==> src/design/gsi_pkg.sv <==
package gsi_pkg;

  localparam int MAX_GEARS = 8;
  localparam int FRAC_BITS = 16;
  localparam int DW = 64;
  localparam int RATIO_FRAC = 12;
  localparam int COEF_W = 24;

  typedef logic signed [DW-1:0] word_t;

  localparam logic [1:0] REQ_STEP = 2'd0;
  localparam logic [1:0] REQ_UP   = 2'd1;
  localparam logic [1:0] REQ_DOWN = 2'd2;

  localparam logic [2:0] REG_TIME_STEP = 3'd0;
  localparam logic [2:0] REG_FRICTION  = 3'd1;
  localparam logic [2:0] REG_INERTIA   = 3'd2;
  localparam logic [2:0] REG_GEARS     = 3'd3;
  localparam logic [2:0] REG_RATIOS_LO = 3'd4;
  localparam logic [2:0] REG_RATIOS_HI = 3'd5;

  localparam logic [COEF_W-1:0] NEUTRAL_FRIC = COEF_W'(6554);
  localparam word_t NEUTRAL_INERTIA = word_t'(((64'sd1 <<< FRAC_BITS) + 5) / 10);
  localparam word_t ACC_LIM = word_t'(64'sd1 <<< 38);
  localparam word_t S32_MAX = word_t'(64'sd2147483647);
  localparam word_t S32_MIN = word_t'(-64'sd2147483648);

  function automatic word_t lim(input word_t x);
    if (x > ACC_LIM) return ACC_LIM;
    if (x < -ACC_LIM) return -ACC_LIM;
    return x;
  endfunction

  function automatic word_t sat32(input word_t x);
    if (x > S32_MAX) return S32_MAX;
    if (x < S32_MIN) return S32_MIN;
    return x;
  endfunction

  function automatic logic out32(input word_t x);
    return (x > S32_MAX) || (x < S32_MIN);
  endfunction

endpackage

==> src/design/gsi_if.sv <==
interface gsi_in_if;
  logic        valid;
  logic        ready;
  logic [1:0]  req_type;
  logic [31:0] engine_torque;
  logic [31:0] load_torque;
  modport source (output valid, req_type, engine_torque, load_torque, input ready);
  modport sink (input valid, req_type, engine_torque, load_torque, output ready);
endinterface

interface gsi_out_if;
  logic        valid;
  logic        ready;
  logic [31:0] input_speed;
  logic [31:0] output_speed;
  logic [2:0]  gear_index;
  logic        saturated;
  modport source (output valid, input_speed, output_speed, gear_index, saturated,
                  input ready);
  modport sink (input valid, input_speed, output_speed, gear_index, saturated,
                output ready);
endinterface

interface gsi_cfg_if;
  logic        valid;
  logic        ready;
  logic [2:0]  index;
  logic [63:0] data;
  modport source (output valid, index, data, input ready);
  modport sink (input valid, index, data, output ready);
endinterface

==> src/design/gearbox_shaft_integrator_unit.sv <==
// gearbox shaft integrator: one result word per input word, one word in flight
// shift word: S_DONE registers the result once the output is free; a physics word
// first runs the sequencer through the shared bit-serial multiplier
// and the bit-serial divider, twice over in neutral
// next word accepted in the cycle after the result is registered; a full output holds it
// reset (rst, synchronous): speeds and gear cleared, registers to defaults
module gearbox_shaft_integrator_unit import gsi_pkg::*; (
  input logic clk,
  input logic rst,
  gsi_in_if.sink   in_ch,
  gsi_out_if.source out_ch,
  gsi_cfg_if.sink  cfg
);

  typedef enum logic [3:0] {
    S_IDLE, S_TDIV, S_M1, S_D1, S_M2, S_M3, S_D2, S_M4, S_ODIV, S_DONE
  } state_t;

  state_t state;

  // configuration registers
  logic [15:0] time_step;
  logic [23:0] friction_coeff;
  logic [31:0] shaft_inertia;
  logic [3:0]  gear_count;
  logic [63:0] ratios_low, ratios_high;

  // shaft state
  word_t in_speed, out_speed;
  logic [2:0] gear;

  // working registers of the sequencer
  word_t tl, tq, v, a1, inert;
  logic [COEF_W-1:0] fric;
  logic signed [15:0] ratio;
  logic pass_out, sat;

  // shared serial units
  logic mul_go, mul_done, div_go, div_done;
  logic [COEF_W-1:0] mul_b;
  word_t mul_a, mul_p, div_n, div_d, div_q;

  gsi_mul u_mul (.clk, .rst, .start(mul_go), .a(mul_a), .b(mul_b),
                 .done(mul_done), .p(mul_p));
  gsi_div u_div (.clk, .rst, .start(div_go), .n(div_n), .d(div_d),
                 .done(div_done), .q(div_q));

  logic [127:0] ratios_all;
  logic signed [15:0] ratio_sel;
  logic [2:0] top;
  word_t te_x, tl_x, inert_x, num, vp, ssum, heun_res, heun_sat;

  assign ratios_all = {ratios_high, ratios_low};
  assign ratio_sel  = ratios_all[{gear, 4'b0000} +: 16];
  assign top = (gear_count == 4'd0) ? 3'd0 :
               (gear_count > 4'(MAX_GEARS)) ? 3'(MAX_GEARS - 1) : 3'(gear_count - 4'd1);
  assign te_x = word_t'($signed(in_ch.engine_torque));
  assign tl_x = word_t'($signed(in_ch.load_torque));
  assign inert_x = (shaft_inertia == 32'd0) ? word_t'(1) : word_t'({32'd0, shaft_inertia});

  // products rescale by arithmetic shift, which floors
  assign num      = lim(tq - (mul_p >>> 16));
  assign vp       = lim(v + (mul_p >>> 16));
  assign ssum     = lim(a1 + lim(div_q));
  assign heun_res = v + (mul_p >>> 17);
  assign heun_sat = sat32(heun_res);

  assign in_ch.ready = (state == S_IDLE);
  assign cfg.ready   = 1'b1;

  always_ff @(posedge clk) begin
    if (rst) begin
      state          <= S_IDLE;
      time_step      <= 16'd655;
      friction_coeff <= 24'd655;
      shaft_inertia  <= 32'd65536;
      gear_count     <= 4'd1;
      ratios_low     <= '0;
      ratios_high    <= '0;
      in_speed       <= '0;
      out_speed      <= '0;
      gear           <= '0;
      mul_go         <= 1'b0;
      div_go         <= 1'b0;
      out_ch.valid   <= 1'b0;
      pass_out       <= 1'b0;
      sat            <= 1'b0;
    end else begin
      mul_go <= 1'b0;
      div_go <= 1'b0;
      // the result state reloads the output itself
      if (out_ch.valid && out_ch.ready && state != S_DONE) out_ch.valid <= 1'b0;

      if (cfg.valid) begin
        case (cfg.index)
          REG_TIME_STEP: time_step      <= cfg.data[15:0];
          REG_FRICTION:  friction_coeff <= cfg.data[23:0];
          REG_INERTIA:   shaft_inertia  <= cfg.data[31:0];
          REG_GEARS:     gear_count     <= cfg.data[3:0];
          REG_RATIOS_LO: ratios_low     <= cfg.data;
          REG_RATIOS_HI: ratios_high    <= cfg.data;
          default: ;
        endcase
      end

      case (state)
        S_IDLE: begin
          if (in_ch.valid) begin
            sat      <= 1'b0;
            pass_out <= 1'b0;
            tl       <= tl_x;
            ratio    <= ratio_sel;
            fric     <= friction_coeff;
            inert    <= inert_x;
            v        <= in_speed;
            case (in_ch.req_type)
              REQ_STEP: begin
                if (ratio_sel != 16'sd0) begin
                  // load torque reflected through the ratio
                  tq     <= te_x;
                  div_n  <= tl_x <<< RATIO_FRAC;
                  div_d  <= word_t'(ratio_sel);
                  div_go <= 1'b1;
                  state  <= S_TDIV;
                end else begin
                  tq     <= lim(te_x);
                  mul_a  <= in_speed;
                  mul_b  <= friction_coeff;
                  mul_go <= 1'b1;
                  state  <= S_M1;
                end
              end
              REQ_UP: begin
                gear  <= (gear >= top) ? top : gear + 3'd1;
                state <= S_DONE;
              end
              REQ_DOWN: begin
                if (gear != 3'd0) gear <= gear - 3'd1;
                state <= S_DONE;
              end
              default: state <= S_DONE;
            endcase
          end
        end
        S_TDIV: if (div_done) begin
          tq     <= lim(tq + div_q);
          mul_a  <= v;
          mul_b  <= fric;
          mul_go <= 1'b1;
          state  <= S_M1;
        end
        // friction product -> first acceleration
        S_M1: if (mul_done) begin
          div_n  <= num <<< FRAC_BITS;
          div_d  <= inert;
          div_go <= 1'b1;
          state  <= S_D1;
        end
        S_D1: if (div_done) begin
          a1     <= lim(div_q);
          mul_a  <= lim(div_q);
          mul_b  <= COEF_W'(time_step);
          mul_go <= 1'b1;
          state  <= S_M2;
        end
        // predicted speed
        S_M2: if (mul_done) begin
          mul_a  <= vp;
          mul_b  <= fric;
          mul_go <= 1'b1;
          state  <= S_M3;
        end
        S_M3: if (mul_done) begin
          div_n  <= num <<< FRAC_BITS;
          div_d  <= inert;
          div_go <= 1'b1;
          state  <= S_D2;
        end
        // average of both accelerations times dt
        S_D2: if (div_done) begin
          mul_a  <= ssum;
          mul_b  <= COEF_W'(time_step);
          mul_go <= 1'b1;
          state  <= S_M4;
        end
        S_M4: if (mul_done) begin
          if (out32(heun_res)) sat <= 1'b1;
          if (!pass_out) begin
            in_speed <= heun_sat;
            if (ratio != 16'sd0) begin
              div_n  <= heun_sat <<< RATIO_FRAC;
              div_d  <= word_t'(ratio);
              div_go <= 1'b1;
              state  <= S_ODIV;
            end else begin
              // neutral: output shaft integrates on its own
              pass_out <= 1'b1;
              v        <= out_speed;
              tq       <= lim(tl);
              fric     <= NEUTRAL_FRIC;
              inert    <= NEUTRAL_INERTIA;
              mul_a    <= out_speed;
              mul_b    <= NEUTRAL_FRIC;
              mul_go   <= 1'b1;
              state    <= S_M1;
            end
          end else begin
            out_speed <= heun_sat;
            state     <= S_DONE;
          end
        end
        S_ODIV: if (div_done) begin
          out_speed <= sat32(div_q);
          if (out32(div_q)) sat <= 1'b1;
          state <= S_DONE;
        end
        S_DONE: if (!out_ch.valid || out_ch.ready) begin
          out_ch.valid        <= 1'b1;
          out_ch.input_speed  <= in_speed[31:0];
          out_ch.output_speed <= out_speed[31:0];
          out_ch.gear_index   <= gear;
          out_ch.saturated    <= sat;
          state               <= S_IDLE;
        end
        default: state <= S_IDLE;
      endcase
    end
  end
endmodule

==> src/design/gsi_mul.sv <==
module gsi_mul import gsi_pkg::*; (
  input  logic              clk,
  input  logic              rst,
  input  logic              start,
  input  word_t             a,
  input  logic [COEF_W-1:0] b,
  output logic              done,
  output word_t             p
);
  // shift-add, one multiplier bit per cycle
  word_t acc, ash;
  logic [COEF_W-1:0] bsh;
  logic [$clog2(COEF_W)-1:0] cnt;
  logic busy;

  assign p = acc;

  always_ff @(posedge clk) begin
    if (rst) begin
      busy <= 1'b0;
      done <= 1'b0;
    end else begin
      done <= 1'b0;
      if (start) begin
        acc  <= '0;
        ash  <= a;
        bsh  <= b;
        cnt  <= '0;
        busy <= 1'b1;
      end else if (busy) begin
        if (bsh[0]) acc <= acc + ash;
        ash <= ash <<< 1;
        bsh <= bsh >> 1;
        cnt <= cnt + 1'b1;
        if (cnt == ($clog2(COEF_W))'(COEF_W - 1)) begin
          busy <= 1'b0;
          done <= 1'b1;
        end
      end
    end
  end
endmodule

==> src/design/gsi_div.sv <==
module gsi_div import gsi_pkg::*; (
  input  logic  clk,
  input  logic  rst,
  input  logic  start,
  input  word_t n,
  input  word_t d,
  output logic  done,
  output word_t q
);
  // restoring division on magnitudes, one quotient bit per cycle
  logic [DW:0] rem;
  logic [DW:0] trial;
  logic [DW-1:0] qsh, dm;
  logic [$clog2(DW)-1:0] cnt;
  logic neg, busy;

  assign trial = {rem[DW-1:0], qsh[DW-1]};
  assign q = neg ? -word_t'(qsh) : word_t'(qsh);

  always_ff @(posedge clk) begin
    if (rst) begin
      busy <= 1'b0;
      done <= 1'b0;
    end else begin
      done <= 1'b0;
      if (start) begin
        neg  <= n[DW-1] ^ d[DW-1];
        qsh  <= n[DW-1] ? DW'(-n) : DW'(n);
        dm   <= d[DW-1] ? DW'(-d) : DW'(d);
        rem  <= '0;
        cnt  <= '0;
        busy <= 1'b1;
      end else if (busy) begin
        if (trial >= {1'b0, dm}) begin
          rem <= trial - {1'b0, dm};
          qsh <= {qsh[DW-2:0], 1'b1};
        end else begin
          rem <= trial;
          qsh <= {qsh[DW-2:0], 1'b0};
        end
        cnt <= cnt + 1'b1;
        if (cnt == ($clog2(DW))'(DW - 1)) begin
          busy <= 1'b0;
          done <= 1'b1;
        end
      end
    end
  end
endmodule

==> src/flat_wrapper.sv <==
// flat-port wrapper written by rule: the top's interface ports become plain ports
module gearbox_shaft_integrator_unit_flat import gsi_pkg::*;
  (clk, rst, in_ch_valid, in_ch_req_type, in_ch_engine_torque, in_ch_load_torque, in_ch_ready, out_ch_valid, out_ch_input_speed, out_ch_output_speed, out_ch_gear_index, out_ch_saturated, out_ch_ready, cfg_valid, cfg_index, cfg_data, cfg_ready);
  gsi_in_if in_ch_i ();
  gsi_out_if out_ch_i ();
  gsi_cfg_if cfg_i ();
  input logic clk;
  input logic rst;
  input wire logic [$bits(in_ch_i.valid)-1:0] in_ch_valid;
  input wire logic [$bits(in_ch_i.req_type)-1:0] in_ch_req_type;
  input wire logic [$bits(in_ch_i.engine_torque)-1:0] in_ch_engine_torque;
  input wire logic [$bits(in_ch_i.load_torque)-1:0] in_ch_load_torque;
  output wire logic [$bits(in_ch_i.ready)-1:0] in_ch_ready;
  output wire logic [$bits(out_ch_i.valid)-1:0] out_ch_valid;
  output wire logic [$bits(out_ch_i.input_speed)-1:0] out_ch_input_speed;
  output wire logic [$bits(out_ch_i.output_speed)-1:0] out_ch_output_speed;
  output wire logic [$bits(out_ch_i.gear_index)-1:0] out_ch_gear_index;
  output wire logic [$bits(out_ch_i.saturated)-1:0] out_ch_saturated;
  input wire logic [$bits(out_ch_i.ready)-1:0] out_ch_ready;
  input wire logic [$bits(cfg_i.valid)-1:0] cfg_valid;
  input wire logic [$bits(cfg_i.index)-1:0] cfg_index;
  input wire logic [$bits(cfg_i.data)-1:0] cfg_data;
  output wire logic [$bits(cfg_i.ready)-1:0] cfg_ready;
  assign in_ch_i.valid = in_ch_valid;
  assign in_ch_i.req_type = in_ch_req_type;
  assign in_ch_i.engine_torque = in_ch_engine_torque;
  assign in_ch_i.load_torque = in_ch_load_torque;
  assign in_ch_ready = in_ch_i.ready;
  assign out_ch_valid = out_ch_i.valid;
  assign out_ch_input_speed = out_ch_i.input_speed;
  assign out_ch_output_speed = out_ch_i.output_speed;
  assign out_ch_gear_index = out_ch_i.gear_index;
  assign out_ch_saturated = out_ch_i.saturated;
  assign out_ch_i.ready = out_ch_ready;
  assign cfg_i.valid = cfg_valid;
  assign cfg_i.index = cfg_index;
  assign cfg_i.data = cfg_data;
  assign cfg_ready = cfg_i.ready;
  gearbox_shaft_integrator_unit u_core (.clk(clk), .rst(rst), .in_ch(in_ch_i), .out_ch(out_ch_i), .cfg(cfg_i));
endmodule
==> config.mk <==
export PLATFORM = sky130hd
export DESIGN_NAME = gearbox_shaft_integrator_unit_flat
export DESIGN_NICKNAME = d
export VERILOG_FILES = /design/src/design/gsi_pkg.sv /design/src/design/gsi_if.sv /design/src/design/gearbox_shaft_integrator_unit.sv /design/src/design/gsi_mul.sv /design/src/design/gsi_div.sv /design/src/flat_wrapper.sv
export SDC_FILE = /design/constraint.sdc
export NUM_CORES = 2
export LEC_CHECK = 0
export BUFFER_PORTS_ARGS = -buffer_cell sky130_fd_sc_hd__buf_4
export CORE_ASPECT_RATIO = 1.2
export CORE_MARGIN = 2
export CORE_UTILIZATION = 50
export DETAILED_ROUTE_END_ITERATION = 6
export PLACE_DENSITY_LB_ADDON = 0.25
export RECOVER_POWER = 50
export SLEW_MARGIN = 10
export SYNTH_ARGS = -nofsm -noshare
export SYNTH_HDL_FRONTEND = slang
export SYNTH_HIERARCHICAL = 1
export SYNTH_SLANG_ARGS = --single-unit
==> constraint.sdc <==
create_clock -name clk -period 18 [get_ports clk]
set_clock_uncertainty 0.2 [all_clocks]
set_input_delay 3.6 -clock clk [delete_from_list [all_inputs] [get_ports clk]]
set_output_delay 3.6 -clock clk [all_outputs]
set_load 0.02 [all_outputs]
[Yosys cells after proc, flatten, opt, wreduce, memory -nomap -nowiden]
Cells that the tools add are included.
Cells by class
  add/subtract/negate cells: 15
  order comparisons: 21
  equality and inequality tests: 41
  shift-type cells: 1
  mux-type cells: 235
  bitwise operators: 5
  reductions and logical operators: 54
Operators by type and width (number)
  $mux 64: 83
  $pmux 64 s3: 3
  $pmux 64 s2: 3
  $pmux 64 s6: 1
  $gt 64x40->1 const B: 5
  $lt 64x39->1 const B: 5
  $mux 24: 12
  $add 64x64->64: 3
  $mux 48: 4
  $neg 64->64: 3
  $gt 64x32->1 const B: 2
  $lt 64x32->1 const B: 2
  $shiftx 128x8->16: 1
  $pmux 24 s5: 1
  $mux 1: 99
  $gt 32x40->1 const B: 2
  $lt 32x39->1 const B: 2
  $ge 65x64->1: 1
  $add 64x47->64: 1
  $add 64x48->64: 1
  $sub 64x48->64: 1
  $sub 64x64->64: 1
  $mux 63: 1
  $mux 4: 13
  other kinds (56): 122
Word-level totals
  bits in registers: 1316
  bits of input ports: 138
  output and inout port bits: 71
  logic and storage cells: 416

[Depth between registers and ports, before layout]
  word-level depth: 19
  mapped depth: 49
  gate-level depth less buffers: 43

[Modules after synthesis]
Netlist, hierarchy kept.
Modules (own cells, without submodules)
  gearbox_shaft_integrator_unit: times used 1, cells an instance 6982, area an instance 59861.2 um^2, seq. area each 23012.1 um^2
  gsi_div: times used 1, cells an instance 1835, area an instance 16133.0 um^2, seq. area each 6015.8 um^2
  gsi_mul: times used 1, cells an instance 926, area an instance 10192.3 um^2, seq. area each 4754.6 um^2

[Worst setup path before layout]
No wires, ideal clock.
  path kind: reg2reg
  start: reg u_core.u_div.qsh[33]
  end: reg u_core.mul_a[16], data pin
  library setup time: 0.261 ns
  data arrival time: 11.216 ns
  required time: 17.539 ns
  setup slack: 6.323 ns
  cell stages (with the launch flop): 48
  path buffers: 9
  period minus slack after synthesis: 11.677 ns
  path through: edfxtp_1 or3_4 or3_4 or4_4 or4_4 or2_4 or4_4 or3_4 or4_4 o31ai_2 xnor2_1 buf_2 buf_1 nand4_1 nor4_1 nand2_1 ha_1 clkinv_1 [12 not listed] o21a_1 nor2_1 a22o_1 a31oi_1 o21a_1 o31a_1 or3_1 xor2_1 nor4_1 nand4_1 nor3_1 nand4_1 or4_1 ha_1 clkbuf_1 clkbuf_1 nor3_1 o32a_1
On the way
  cells in the longest elaborated chain, start to end: 15
  elaborated cells on any way between the ends: 31
  classes of those cells: add/sub: 2; order compare: 4; mux: 25
RTL lines
  start, declared: line gsi_div.sv:13  | logic [DW-1:0] qsh, dm;
  start signal, assigned: line gsi_div.sv:28  | qsh <= n[DW-1] ? DW'(-n) : DW'(n);
  start signal, assigned: line gsi_div.sv:36  | qsh <= {qsh[DW-2:0], 1'b1};
  start signal, assigned: line gsi_div.sv:39  | qsh <= {qsh[DW-2:0], 1'b0};
  $neg 64->64 *: line gsi_div.sv:18  | assign q = neg ? -word_t'(qsh) : word_t'(qsh);
  $mux 64 *: line gsi_div.sv:18
  named net u_core.div_q[63]: line gearbox_shaft_integrator_unit.sv:41  | word_t mul_a, mul_p, div_n, div_d, div_q;
  $lt 64x39->1: line gsi_pkg.sv:30  | if (x < -ACC_LIM) return -ACC_LIM;
  $mux 1 (2 in series): line gsi_pkg.sv:30
  $mux 64: line gsi_pkg.sv:31  | return x;
  $mux 64: line gsi_pkg.sv:30
  $add 64x64->64: line gearbox_shaft_integrator_unit.sv:64  | assign ssum = lim(a1 + lim(div_q));
  $lt 64x39->1: line gsi_pkg.sv:30
  $mux 1 (2 in series): line gsi_pkg.sv:30
  $mux 64: line gsi_pkg.sv:31
  $mux 64: line gsi_pkg.sv:30
  $mux 64: line gearbox_shaft_integrator_unit.sv:180  | S_D2: if (div_done) begin
  $pmux 64 s6 *: line gearbox_shaft_integrator_unit.sv:106  | case (state)
  end signal, assigned: line gearbox_shaft_integrator_unit.sv:127  | mul_a <= in_speed;
  end signal, assigned: line gearbox_shaft_integrator_unit.sv:181  | mul_a <= ssum;
  end signal, assigned: line gearbox_shaft_integrator_unit.sv:202  | mul_a <= out_speed;
  end, declared: line gearbox_shaft_integrator_unit.sv:41
Mark *: on every way through the listed nets, which the timed path passes. The rest lies on a longest branch. The select of a mux whose other input is x is not followed.
A chain may end at the register's enable or synchronous reset.

[Final worst setup path]
  start: reg u_core.u_div.qsh[15]
  end: reg u_core.mul_a[14], data pin
The elaborated chain is that of the path after synthesis.

==> flow_metrics.env <==
export IMPL_p_leak_nw=36.2
export IMPL_rr_startpoint="u_core/u_div/qsh[15]$_DFFE_PP_"
export IMPL_clk_path_buf_depth=3
export IMPL_syn_area_um2=86200
export IMPL_synth_avg_cell_area_um2=8.85
export IMPL_grt_overflow=0
export IMPL_layout_drive_gt1_share_pct=8.68
export IMPL_synth_seq_area_share_pct=39.2
export IMPL_drt_iter0_markers=8435
export IMPL_holdCritStartpoint="u_core/ratios_high[41]$_SDFFE_PP0P_"
export IMPL_tns_ns=0
export IMPL_yosysWarnings=6
export IMPL_cts_resized=0
export IMPL_grt_max_degree=101
export IMPL_cp_max_fo=49
export IMPL_yosys_top_cells_area="edfxtp_1, dfxtp_1, ha_1"
export IMPL_start_util_pct=50.4
export IMPL_dieArea_um2=176000
export IMPL_synth_top_area_share_pct=31.1
export IMPL_first_pass_iters=7
export IMPL_place_hpwl_mm=276
export IMPL_grt_util_all_layers_pct=39.1
export IMPL_clk_pin_slew_ns=0.07
export IMPL_syn_inst=9743
export IMPL_nNetsFinal=10278
export IMPL_hold_class="register to register"
export IMPL_drt_wl_total_mm=354
export IMPL_drtAntennaViolNets=0
export IMPL_yosys_top_cells_count="nand2_1, a21oi_1, edfxtp_1"
export IMPL_worstSetupStartpoint="u_core/u_div/qsh[15]$_DFFE_PP_"
export IMPL_critical_path_class="register to register"
export IMPL_rows=166
export IMPL_max_slew_margin_pct=-183
export IMPL_die_h_um=459
export IMPL_slowest_delay_ns=0.71
export IMPL_h_tree_depth=4
export IMPL_ys_ff_latch=1241
export IMPL_dieWidth_um=383
export IMPL_fin_crit_ns=14.07
export IMPL_cts_buffers=138
export IMPL_worstPathRequired_ns=18.39
export IMPL_grt_pass1_wl_mm=507
export IMPL_clock_latency_ns=0.84
export IMPL_crit_arrival_ns=14.46
export IMPL_synth_ff_type="edfxtp_1"
export IMPL_maxCapViolations=25
export IMPL_fillers=15629
export IMPL_syn2layout_area_growth_pct=9.49
export IMPL_fmax_mhz=71.1
export IMPL_cts_root_buffer="clkbuf_16"
export IMPL_cts_hold_buffers_added=0
export IMPL_cts_setup_buffers=0
export IMPL_drv_slew=1415
export IMPL_synth_edff_count=893
export IMPL_synth_area_leader_cell="edfxtp_1"
export IMPL_cp_start_kind="register"
export IMPL_routed_wire_length_per_instance_um=29.2
export IMPL_cpMaxStageDelayCell="nor4_1"
export IMPL_finalSetupViolations=0
export IMPL_rsz0062_at_grt="no"
export IMPL_cp_end_kind="register"
export IMPL_synth_cell_type_count=126
export IMPL_finalCritPeriodShare_pct=78.2
export IMPL_ioPinCount=209
export IMPL_cts_tree="done"
export IMPL_vias=78974
export IMPL_numPortBuffers=207
export IMPL_synth_async_reset_ratio_pct=0
export IMPL_place_congestion=1.02
export IMPL_utilization_pct=55.2
export IMPL_worst_slew_pin_slew_ns=4.25
export IMPL_vias_per_cell=6.53
export IMPL_drc=1
export IMPL_coreArea_um2=171000
export IMPL_failed_checks="design-rule violations, max-capacitance violations, max-slew violations"
export IMPL_clock_sinks=1241
export IMPL_power_density_nw_per_um2=138
export IMPL_fin_hold_ws_ns=0.252
export IMPL_status="complete, but fails checks"
export IMPL_hold_viol_final=0
export IMPL_antenna_found_initial=12
export IMPL_ir_worst_vdd_uv=93.9
export IMPL_grt_pass1_vias=74590
export IMPL_yosysMostFrequentCell="nand2_1"
-- final cells by class --
type                            instances  area, µm²  area share, %
Antenna cell                           10       25.0         0.0265
Clock buffer                          180       3790           4.02
Clock inverter                         73        867          0.919
Inverter                              318       1190           1.26
Multi-Input combinational cell       7642      49300           52.3
Sequential cell                      1241      33800           35.8
Tap cell                             2268       2840           3.01
Timing Repair Buffer                  364       2520           2.67
-- critical path: cells and delay by family (launching register included) --
family | cells | cell delay [ns]
AOI/OAI and AO/OA | 11 | 3.39
xor gates and xnor gates | 3 | 0.52
adders and majority gates | 3 | 1.06
buffers and inverters | 5 | 1.65
DFF | 1 | 0.46
and+or+nand+nor | 20 | 6.47
-- power by group --
part / switching (mW) / internal [mW] / leakage, nW
combinational: 4.09 / 1.98 / 22.9
clock: 1.31 / 1.66 / 2.26
sequential: 0.394 / 3.62 / 11.0
total: 5.80 / 7.26 / 36.2
-- placed cells by master, fill, tap and decap left out, types with 311 or more instances in the layout --
master / synthesis / final
nand2_1: 1182 / 1181
dfxtp_1: 348 / 347
a21o_1: 332 / 332
nor2_1: 789 / 777
edfxtp_1: 893 / 893
ha_1: 429 / 429
o21ai_0: 514 / 514
nor3_1: 321 / 314
inv_1: 311 / 311
xnor2_1: 352 / 333
a21oi_1: 909 / 907
-- metrics by stage --
step           instances  cell area (µm²)  power (mW)  setup WS, ns
2_1_floorplan       9782            86300        7.78          6.32
3_3_place_gp       11833            90000        9.84          4.50
3_5_place_dp       11833            90000        9.90          4.36
4_1_cts            12086            94600        12.9          4.35
5_1_grt            12092            94400        13.6          3.25
6_report           12096            94400        13.1          3.93
-- cells by family (layout without fill, tap and decap cells) --
group / after synthesis / in the layout / share of synthesized area [%]
other: 2 / 51 / 0.00871
muxes: 181 / 181 / 2.72
buffers and inverters: 899 / 935 / 4.08
xor gates and xnor gates: 545 / 545 / 5.54
adders and majority gates: 443 / 443 / 6.46
DFF: 1241 / 1241 / 39.2
and+or+nand+nor: 3504 / 3504 / 19.5
AOI/OAI and AO/OA: 2928 / 2928 / 22.5
-- state kept, by name, summed over array words and instances (netlist names), 33 cells and up --
| name | cells |
|---|---|
| u_core/a1 | 64 |
| u_core/in_speed | 64 |
| u_core/mul_a | 64 |
| u_core/out_speed | 64 |
| u_core/ratios_high | 64 |
| u_core/ratios_low | 64 |
| u_core/tq | 64 |
| u_core/u_div/dm | 64 |
| u_core/u_div/qsh | 64 |
| u_core/u_div/rem | 64 |
| u_core/u_mul/ash | 64 |
| u_core/u_mul/p | 64 |
| u_core/v | 64 |
| u_core/div_n | 52 |
| u_core/div_d | 33 |
-- final timing paths --
| kind | end | slack [ns] | depth (start not counted) |
|---|---|---|---|
| hold / removal | u_core/ratios_high[41]$_SDFFE_PP0P_ | 0.25 | 2 |
| setup / recovery | u_core/mul_a[14]$_DFFE_PP_ | 3.93 | 42 |
| hold reg to reg | u_core/ratios_high[41]$_SDFFE_PP0P_ | 0.25 | 2 |
| setup reg to reg | u_core/mul_a[14]$_DFFE_PP_ | 3.93 | 42 |
-- per-layer routing --
| layer | part of all wire, % | routed length (µm) | track usage (%) |
|---|---|---|---|
| met5 | 0.0093 | 33 | 0 |
| met1 | 36 | 126000 | 43.5 |
| met4 | 11 | 39700 | 36.8 |
| met2 | 46 | 164000 | 64.3 |
| met3 | 7.0 | 24800 | 5.74 |
(Power assumes the default switching activity.)
